**src/gbn_pkg.sv**
```systemverilog
`default_nettype none
package gbn_pkg;

  // Sequence space; the 3-bit sequence fields fix it at eight numbers
  localparam int SEQ_COUNT = 8;
  localparam int SEQ_W     = 3;

  // Command queue between the front and back parts
  localparam int QDEPTH = 4;
  localparam int QPTR_W = $clog2(QDEPTH);
  localparam int QCNT_W = $clog2(QDEPTH + 1);

  // Input item codes
  localparam logic [1:0] MODE_DATA    = 2'd0;
  localparam logic [1:0] MODE_ACK     = 2'd1;
  localparam logic [1:0] MODE_TIMEOUT = 2'd2;

  typedef enum logic [2:0] {
    KIND_SENT     = 3'd0,
    KIND_FULL     = 3'd1,
    KIND_ACK_OK   = 3'd2,
    KIND_ACK_IGN  = 3'd3,
    KIND_IDLE_TMO = 3'd4
  } kind_t;

  typedef struct packed {
    logic [1:0]       mode;
    logic [7:0]       payload_byte;
    logic [SEQ_W-1:0] ack_seq;
  } in_item_t;

  typedef struct packed {
    kind_t            kind;
    logic [SEQ_W-1:0] frame_seq;
    logic [7:0]       frame_byte;
    logic [SEQ_W-1:0] freed_count;
    logic [SEQ_W-1:0] outstanding;
    logic             window_is_empty;
    logic             last;
  } out_item_t;

  // One classified item: a finished result, a store write plus result,
  // or a replay of count frames starting at seq_start
  typedef struct packed {
    logic             replay;
    logic             wr;
    logic [SEQ_W-1:0] seq_start;
    logic [SEQ_W-1:0] count;
    out_item_t        res;
  } cmd_t;

  typedef enum logic {
    BK_IDLE,
    BK_REPLAY
  } bk_state_t;

endpackage
`default_nettype wire

```
**src/gbn_front.sv**
```systemverilog
`default_nettype none
module gbn_front (
  input  wire               clk,
  input  wire               rst_n,
  input  wire               accept,
  input  gbn_pkg::in_item_t in_item,
  output logic              push,
  output gbn_pkg::cmd_t     cmd
);
  import gbn_pkg::*;

  logic [SEQ_W-1:0] next_seq_r, next_seq_nxt;
  logic [SEQ_W-1:0] last_acked_r, last_acked_nxt;
  logic [SEQ_W-1:0] outst_r, outst_nxt;
  logic [SEQ_W:0]   gap;
  logic [SEQ_W-1:0] freed;

  // Distance from the last ack to the new one, modulo the sequence space
  always_comb begin
    gap = {1'b0, in_item.ack_seq} + (SEQ_W+1)'(SEQ_COUNT) - {1'b0, last_acked_r};
    if (gap >= (SEQ_W+1)'(SEQ_COUNT)) begin
      gap = gap - (SEQ_W+1)'(SEQ_COUNT);
    end
    freed = gap[SEQ_W-1:0];
  end

  // Classify the item, build its command and update the window
  always_comb begin
    next_seq_nxt   = next_seq_r;
    last_acked_nxt = last_acked_r;
    outst_nxt      = outst_r;
    push           = 1'b0;
    cmd            = '0;
    cmd.res.kind   = KIND_SENT;
    cmd.res.last   = 1'b1;
    cmd.res.outstanding = outst_r;
    case (in_item.mode)
      MODE_DATA: begin
        push = accept;
        if (outst_r >= SEQ_W'(SEQ_COUNT - 1)) begin
          cmd.res.kind = KIND_FULL;
        end else begin
          cmd.wr              = 1'b1;
          cmd.res.frame_seq   = next_seq_r;
          cmd.res.frame_byte  = in_item.payload_byte;
          cmd.res.outstanding = outst_r + 1'b1;
          if (accept) begin
            outst_nxt    = outst_r + 1'b1;
            next_seq_nxt = (next_seq_r == SEQ_W'(SEQ_COUNT - 1)) ? '0 : next_seq_r + 1'b1;
          end
        end
      end
      MODE_ACK: begin
        push = accept;
        if (int'(in_item.ack_seq) >= SEQ_COUNT || freed > outst_r) begin
          cmd.res.kind = KIND_ACK_IGN;
        end else begin
          cmd.res.kind        = KIND_ACK_OK;
          cmd.res.freed_count = freed;
          cmd.res.outstanding = outst_r - freed;
          if (accept) begin
            outst_nxt      = outst_r - freed;
            last_acked_nxt = in_item.ack_seq;
          end
        end
      end
      MODE_TIMEOUT: begin
        push = accept;
        if (outst_r == '0) begin
          cmd.res.kind = KIND_IDLE_TMO;
        end else begin
          cmd.replay    = 1'b1;
          cmd.count     = outst_r;
          cmd.seq_start = (last_acked_r == SEQ_W'(SEQ_COUNT - 1)) ? '0 : last_acked_r + 1'b1;
        end
      end
      default: begin
        push = 1'b0;
      end
    endcase
    cmd.res.window_is_empty = (cmd.res.outstanding == '0);
  end

  // Hold window state
  always_ff @(posedge clk) begin
    if (!rst_n) begin
      next_seq_r   <= '0;
      last_acked_r <= SEQ_W'(SEQ_COUNT - 1);
      outst_r      <= '0;
    end else begin
      next_seq_r   <= next_seq_nxt;
      last_acked_r <= last_acked_nxt;
      outst_r      <= outst_nxt;
    end
  end

endmodule
`default_nettype wire

```
**src/gbn_queue.sv**
```systemverilog
`default_nettype none
module gbn_queue (
  input  wire            clk,
  input  wire            rst_n,
  input  wire            push,
  input  gbn_pkg::cmd_t  push_cmd,
  input  wire            pop,
  output gbn_pkg::cmd_t  head,
  output logic           empty,
  output logic           full
);
  import gbn_pkg::*;

  cmd_t              mem_r [QDEPTH];
  logic [QPTR_W-1:0] wr_ptr_r, wr_ptr_nxt;
  logic [QPTR_W-1:0] rd_ptr_r, rd_ptr_nxt;
  logic [QCNT_W-1:0] cnt_r, cnt_nxt;

  assign empty = (cnt_r == '0);
  assign full  = (cnt_r == QCNT_W'(QDEPTH));
  assign head  = mem_r[rd_ptr_r];

  // Advance pointers and fill count
  always_comb begin
    wr_ptr_nxt = wr_ptr_r;
    rd_ptr_nxt = rd_ptr_r;
    cnt_nxt    = cnt_r;
    if (push) begin
      wr_ptr_nxt = (wr_ptr_r == QPTR_W'(QDEPTH - 1)) ? '0 : wr_ptr_r + 1'b1;
    end
    if (pop) begin
      rd_ptr_nxt = (rd_ptr_r == QPTR_W'(QDEPTH - 1)) ? '0 : rd_ptr_r + 1'b1;
    end
    if (push && !pop) begin
      cnt_nxt = cnt_r + 1'b1;
    end else if (pop && !push) begin
      cnt_nxt = cnt_r - 1'b1;
    end
  end

  always_ff @(posedge clk) begin
    if (!rst_n) begin
      wr_ptr_r <= '0;
      rd_ptr_r <= '0;
      cnt_r    <= '0;
    end else begin
      wr_ptr_r <= wr_ptr_nxt;
      rd_ptr_r <= rd_ptr_nxt;
      cnt_r    <= cnt_nxt;
    end
  end

  // Store entries
  always_ff @(posedge clk) begin
    if (push) begin
      mem_r[wr_ptr_r] <= push_cmd;
    end
  end

endmodule
`default_nettype wire

```
**src/gbn_back.sv**
```systemverilog
`default_nettype none
module gbn_back (
  input  wire                clk,
  input  wire                rst_n,
  input  gbn_pkg::cmd_t      head,
  input  wire                empty,
  output logic               pop,
  output logic               out_valid,
  output gbn_pkg::out_item_t out_item
);
  import gbn_pkg::*;

  logic [7:0]       store_r [SEQ_COUNT];
  logic             store_we;
  logic [7:0]       rd_byte_r;

  bk_state_t        state_r, state_nxt;
  logic [SEQ_W-1:0] seq_r, seq_nxt;
  logic [SEQ_W-1:0] cnt_r, cnt_nxt;
  logic [SEQ_W-1:0] outst_r, outst_nxt;
  logic             valid_r, valid_nxt;
  out_item_t        item_r, item_nxt;

  assign out_valid = valid_r;
  assign out_item  = item_r;

  // Take commands, replay the window one frame per cycle
  always_comb begin
    state_nxt = state_r;
    seq_nxt   = seq_r;
    cnt_nxt   = cnt_r;
    outst_nxt = outst_r;
    valid_nxt = 1'b0;
    item_nxt  = item_r;
    pop       = 1'b0;
    store_we  = 1'b0;
    case (state_r)
      BK_IDLE: begin
        if (!empty) begin
          pop = 1'b1;
          if (head.replay) begin
            seq_nxt   = head.seq_start;
            cnt_nxt   = head.count;
            outst_nxt = head.res.outstanding;
            state_nxt = BK_REPLAY;
          end else begin
            store_we  = head.wr;
            valid_nxt = 1'b1;
            item_nxt  = head.res;
          end
        end
      end
      BK_REPLAY: begin
        valid_nxt                = 1'b1;
        item_nxt                 = '0;
        item_nxt.kind            = KIND_SENT;
        item_nxt.frame_seq       = seq_r;
        item_nxt.frame_byte      = rd_byte_r;
        item_nxt.outstanding     = outst_r;
        item_nxt.window_is_empty = 1'b0;
        item_nxt.last            = (cnt_r == SEQ_W'(1));
        seq_nxt = (seq_r == SEQ_W'(SEQ_COUNT - 1)) ? '0 : seq_r + 1'b1;
        cnt_nxt = cnt_r - 1'b1;
        if (cnt_r == SEQ_W'(1)) begin
          state_nxt = BK_IDLE;
        end
      end
      default: begin
        state_nxt = BK_IDLE;
      end
    endcase
  end

  always_ff @(posedge clk) begin
    if (!rst_n) begin
      state_r <= BK_IDLE;
      valid_r <= 1'b0;
    end else begin
      state_r <= state_nxt;
      valid_r <= valid_nxt;
    end
  end

  // Payload registers
  always_ff @(posedge clk) begin
    seq_r   <= seq_nxt;
    cnt_r   <= cnt_nxt;
    outst_r <= outst_nxt;
    item_r  <= item_nxt;
  end

  // Write sent frames into the store; prefetch the byte of the next replay slot
  always_ff @(posedge clk) begin
    if (store_we) begin
      store_r[head.res.frame_seq] <= head.res.frame_byte;
    end
    rd_byte_r <= store_r[seq_nxt];
  end

endmodule
`default_nettype wire

```
**src/go_back_n_send_window.sv**
```systemverilog
// Go-Back-N send window.
// Input channel: drive in_item and raise start; the item is taken at a rising
// edge where start is high and busy is low. Items are a new payload byte, a
// cumulative ack, or a retransmit timeout; mode 3 is taken and gives nothing.
// Result channel: out_valid marks each result on out_item for one cycle; the
// receiver cannot hold results off, so there is no stall path on this side.
// With the command queue empty, the single result of a byte, an ack or an idle
// timeout goes through the queue and then the back part's output register.
// A timeout with n frames outstanding first loads the replay state and
// then shows the n resent frames one per cycle, the last one marked.
// Throughput: bytes and acks go at one per cycle while busy is low. The
// front updates the window at once and pushes into a four-entry command
// queue; busy rises when it is full, which only a timeout replay can cause.
// Reset (rst_n low, synchronous) empties the window and queue and clears
// out_valid; the frame store holds no reset value and is read only at
// outstanding entries.
`default_nettype none
module go_back_n_send_window (
  input  wire                clk,
  input  wire                rst_n,
  input  wire                start,
  output logic               busy,
  input  gbn_pkg::in_item_t  in_item,
  output logic               out_valid,
  output gbn_pkg::out_item_t out_item
);
  import gbn_pkg::*;

  logic accept;
  logic push;
  logic pop;
  logic q_empty;
  logic q_full;
  cmd_t push_cmd;
  cmd_t head;

  assign busy   = q_full;
  assign accept = start && !busy;

  gbn_front u_front (
    .clk     (clk),
    .rst_n   (rst_n),
    .accept  (accept),
    .in_item (in_item),
    .push    (push),
    .cmd     (push_cmd)
  );

  gbn_queue u_queue (
    .clk      (clk),
    .rst_n    (rst_n),
    .push     (push),
    .push_cmd (push_cmd),
    .pop      (pop),
    .head     (head),
    .empty    (q_empty),
    .full     (q_full)
  );

  gbn_back u_back (
    .clk       (clk),
    .rst_n     (rst_n),
    .head      (head),
    .empty     (q_empty),
    .pop       (pop),
    .out_valid (out_valid),
    .out_item  (out_item)
  );

endmodule
`default_nettype wire

```
**config.mk**
```make
export PLATFORM = sky130hd
export DESIGN_NAME = go_back_n_send_window
export DESIGN_NICKNAME = d
export VERILOG_FILES = /design/src/gbn_pkg.sv /design/src/gbn_front.sv /design/src/gbn_queue.sv /design/src/gbn_back.sv /design/src/go_back_n_send_window.sv
export SDC_FILE = /design/constraint.sdc
export NUM_CORES = 1
export LEC_CHECK = 0
export ABC_CLOCK_PERIOD_IN_PS = 4900
export BUFFER_PORTS_ARGS = -buffer_cell sky130_fd_sc_hd__buf_2
export CAP_MARGIN = 30
export CORE_MARGIN = 2
export CORE_UTILIZATION = 40
export CTS_CLUSTER_SIZE = 14
export DETAILED_ROUTE_END_ITERATION = 16
export RECOVER_POWER = 25
export SLEW_MARGIN = 40
export SYNTH_ARGS = -nofsm -noshare
export SYNTH_HDL_FRONTEND = slang
export SYNTH_SLANG_ARGS = --single-unit
export TNS_END_PERCENT = 5
```
**constraint.sdc**
```tcl
create_clock -name clk -period 4.9 [get_ports clk]
set_input_delay 0.735 -clock clk [delete_from_list [all_inputs] [get_ports clk]]
set_output_delay 0.735 -clock clk [all_outputs]
set_load 0.01 [all_outputs]
```
==> run_results.csv <==
group,metric,value,unit
outcome,status,"completed",
detailed_routing,dr.first_iter.drc_count,261,
grt,grt_antenna_before_repair,0,
hold_path,min_path_type,"primary input to flip-flop",
yosys,synth_top_area_share,0.6494,
sta,final.period_utilization,0.7292,
clock_tree,cts_tree,"yes",
yosys,synth_top_family_by_area,"multiplexers",
sta,setup_viol,0,
yosys,syn_area,0.009618,sq mm
sta,rsz0062_at_grt,"false",
grt,overflow,0,
sta,setup_tns,0,ps
clock_tree,cts_buffer_depth,3,
yosys,synthXorXnorAreaFrac,0.005464,
placement,place_area,0.01023,sq mm
grt,grtUsageTotal,0.1471,
layout,fin_util,0.4655,
power_and_ir_drop,finalPower,6.449,mW
yosys,synth_ff_type,"edfxtp_1",
grt,grt_pass1_wl,29.38,mm
detailed_routing,totalWireLength,18.48,mm
layout,num_antenna_cells,0,
yosys,synthSimpleGateAreaFrac,0.08222,
setup_path,worstSetupPathType,"flip-flop to flip-flop",
floorplan,die_w,159.1,microns
yosys,synthMuxAreaShare,0.09991,
sta,final-max-slew-violation-count,0,
yosys,ys_ff_latch,239,
placement,dp.final_hpwl,11.65,mm
floorplan,die-area,0.02530,sq mm
clock_tree,post_cts_buffers,0,
yosys,synth_async_sr_flop_share,0,
detailed_routing,dr.pass1.iters,4,
run,cap_violations,0,
clock_tree,clock_latency,510,ps
yosys,synth-adder-area-share,0.03356,
floorplan,rows,56,
power_and_ir_drop,leakage,3.848,nW
setup_path,critPathMaxFanout,41,
detailed_routing,drcViolationCount,0,
yosys,synth.avg_cell_area,16.41,sq um
power_and_ir_drop,cellPowerDensity,588.4,mW/mm^2
setup_path,endpoint_kind,"flip-flop",
setup_path,reg2regPathDepth,7,
clock_tree,numCtsBuffers,24,
sta,hold_viol,0,
sta,setup_ws,1327,ps
yosys,synth.area.top_cells,"edfxtp_1 (65%), dfxtp_1 (6.5%), mux4_2 (6.3%), mux2i_1 (3.1%), ha_1 (2.7%)",
layout,drive_above_1_share,0.1563,
grt,grt_pass1_vias,5311,
sta,finalClockSkew,14.02,ps
sta,relSlewSlack,0.1941,
placement,gp_congestion,0.8572,
yosys,ys_seq_area_frac,0.7139,
setup_path,cp.required,5310,ps
yosys,synth-edff-count,208,
yosys,syn_nets,626,
clock_tree,cts_hold_buf,0,
layout,area_growth,13.95,%
yosys,synth-compound-area-share,0.04527,
layout,fin_nets,681,
setup_path,worstSetupStartpointType,"flip-flop",
yosys,yosysWarnings,0,
placement,place_ws,1270,ps
clock_tree,cts.sinks,239,
floorplan,die_height,159.1,microns
floorplan,core,0.02354,sq mm
detailed_routing,avgViaCountPerCell,5.103,
grt,grt_max_degree,42,
floorplan,pin_count,40,
yosys,netlist_instances,586,
yosys,yosysTopAreaCell,"edfxtp_1",
clock_tree,cts-resized-gates,0,
yosys,synth_cell_types,46,
layout,layout_commonest_cell,"edfxtp_1",
setup_path,cp.arrival,3990,ps
detailed_routing,wl_per_cell,18.89,microns
layout,final_cell_mix,"edfxtp_1 (208), nand2_1 (64), clkbuf_1 (32)",
detailed_routing,vias,4991,
floorplan,initial_core_util,0.4085,
layout,design_area,0.01096,sq mm
clock_tree,cts.clk_slew.worst_paths,60,ps
detailed_routing,final_antenna_net_count,0,
sta,min_period,3573,ps
hold_path,holdPathStages,3,
sta,worst_pin_slew,1207,ps
clock_tree,cts-htree-levels,1,
power_and_ir_drop,ir_drop,0.3057,mV
clock_tree,clockRootBuffer,"clkbuf_16",
sta,fmax,279.9,MHz
placement,numPortBuffers,39,
flip-flops by register name, summed over array words and instances, names as in the netlist, 8 cells and up, named ones only:
signal	count
u_queue.mem_r	116
u_back.store_r	64
u_back.out_item	22
u_back.rd_byte_r	8
final timing paths:
kind / from / endpoint / slack (ps)
setup / recovery: flip-flop / u_back.rd_byte_r[4] / 1330
hold / removal: in_item[0] / u_front.last_acked_r[0] / 460
setup reg to reg: flip-flop / u_back.rd_byte_r[4] / 1330
hold reg to reg: u_back.rd_byte_r[7] / u_back.out_item[15] / 500
layout make-up:
type / instances / area [sq um]
Fill cell: 2098 / 12580
Sequential cell: 239 / 6868
Multi-Input combinational cell: 306 / 2603
Clock buffer: 35 / 693.2
Tap cell: 319 / 399.1
Timing Repair Buffer: 48 / 249.0
Inverter: 22 / 82.58
Clock inverter: 9 / 65.06
cell usage after synthesis (4+ instances only):
library cell / number
edfxtp_1: 208
nand2_1: 64
clkbuf_1: 11
nor3_1: 7
nor2_1: 22
a211oi_1: 17
a22o_1: 8
dfxtp_1: 31
o21ai_0: 11
mux2i_1: 30
and2_1: 29
ha_1: 21
nor2b_1: 19
inv_1: 21
xnor2_1: 5
mux4_2: 27
a21oi_1: 6
nand2b_1: 5
buf_6: 4
report_power, final:
part | internal, mW | leakage (nW) | switching [mW] | total (mW)
clock | 1.03 | 0.374 | 0.718 | 1.75
sequential | 2.69 | 2.15 | 0.156 | 2.85
combinational | 0.718 | 1.33 | 1.13 | 1.85
metrics by stage:
stage          instances  hold WS (ps)
2_1_floorplan        586         466.6
3_3_place_gp         933         479.8
3_5_place_dp         934         480.4
4_1_cts              978         437.6
5_1_grt              978         468.2
6_report             978         460.8
critical path, cell delays in order, from the launching register on:
cell      delay, ps
dfxtp_1        1120
mux4_2          750
and4_4          240
a311oi_4        190
buf_4           540
mux2i_1         160
a22o_1          270
a211oi_1        170
layer usage:
metal,GRT usage,share of wire
met5,0,0
met4,0.03471,0.021
met3,0.02292,0.038
met2,0.2615,0.50
met1,0.1903,0.44
logic make-up after synthesis:
group | Yosys count
buffers and inverters | 41
flip-flops | 239
AND/OR/NAND/NOR | 160
adder cells (fa/ha/maj) | 24
AO/OA/AOI/OAI | 57
multiplexers | 59
XOR/XNOR | 6
Power figures use the tool's default switching activity.
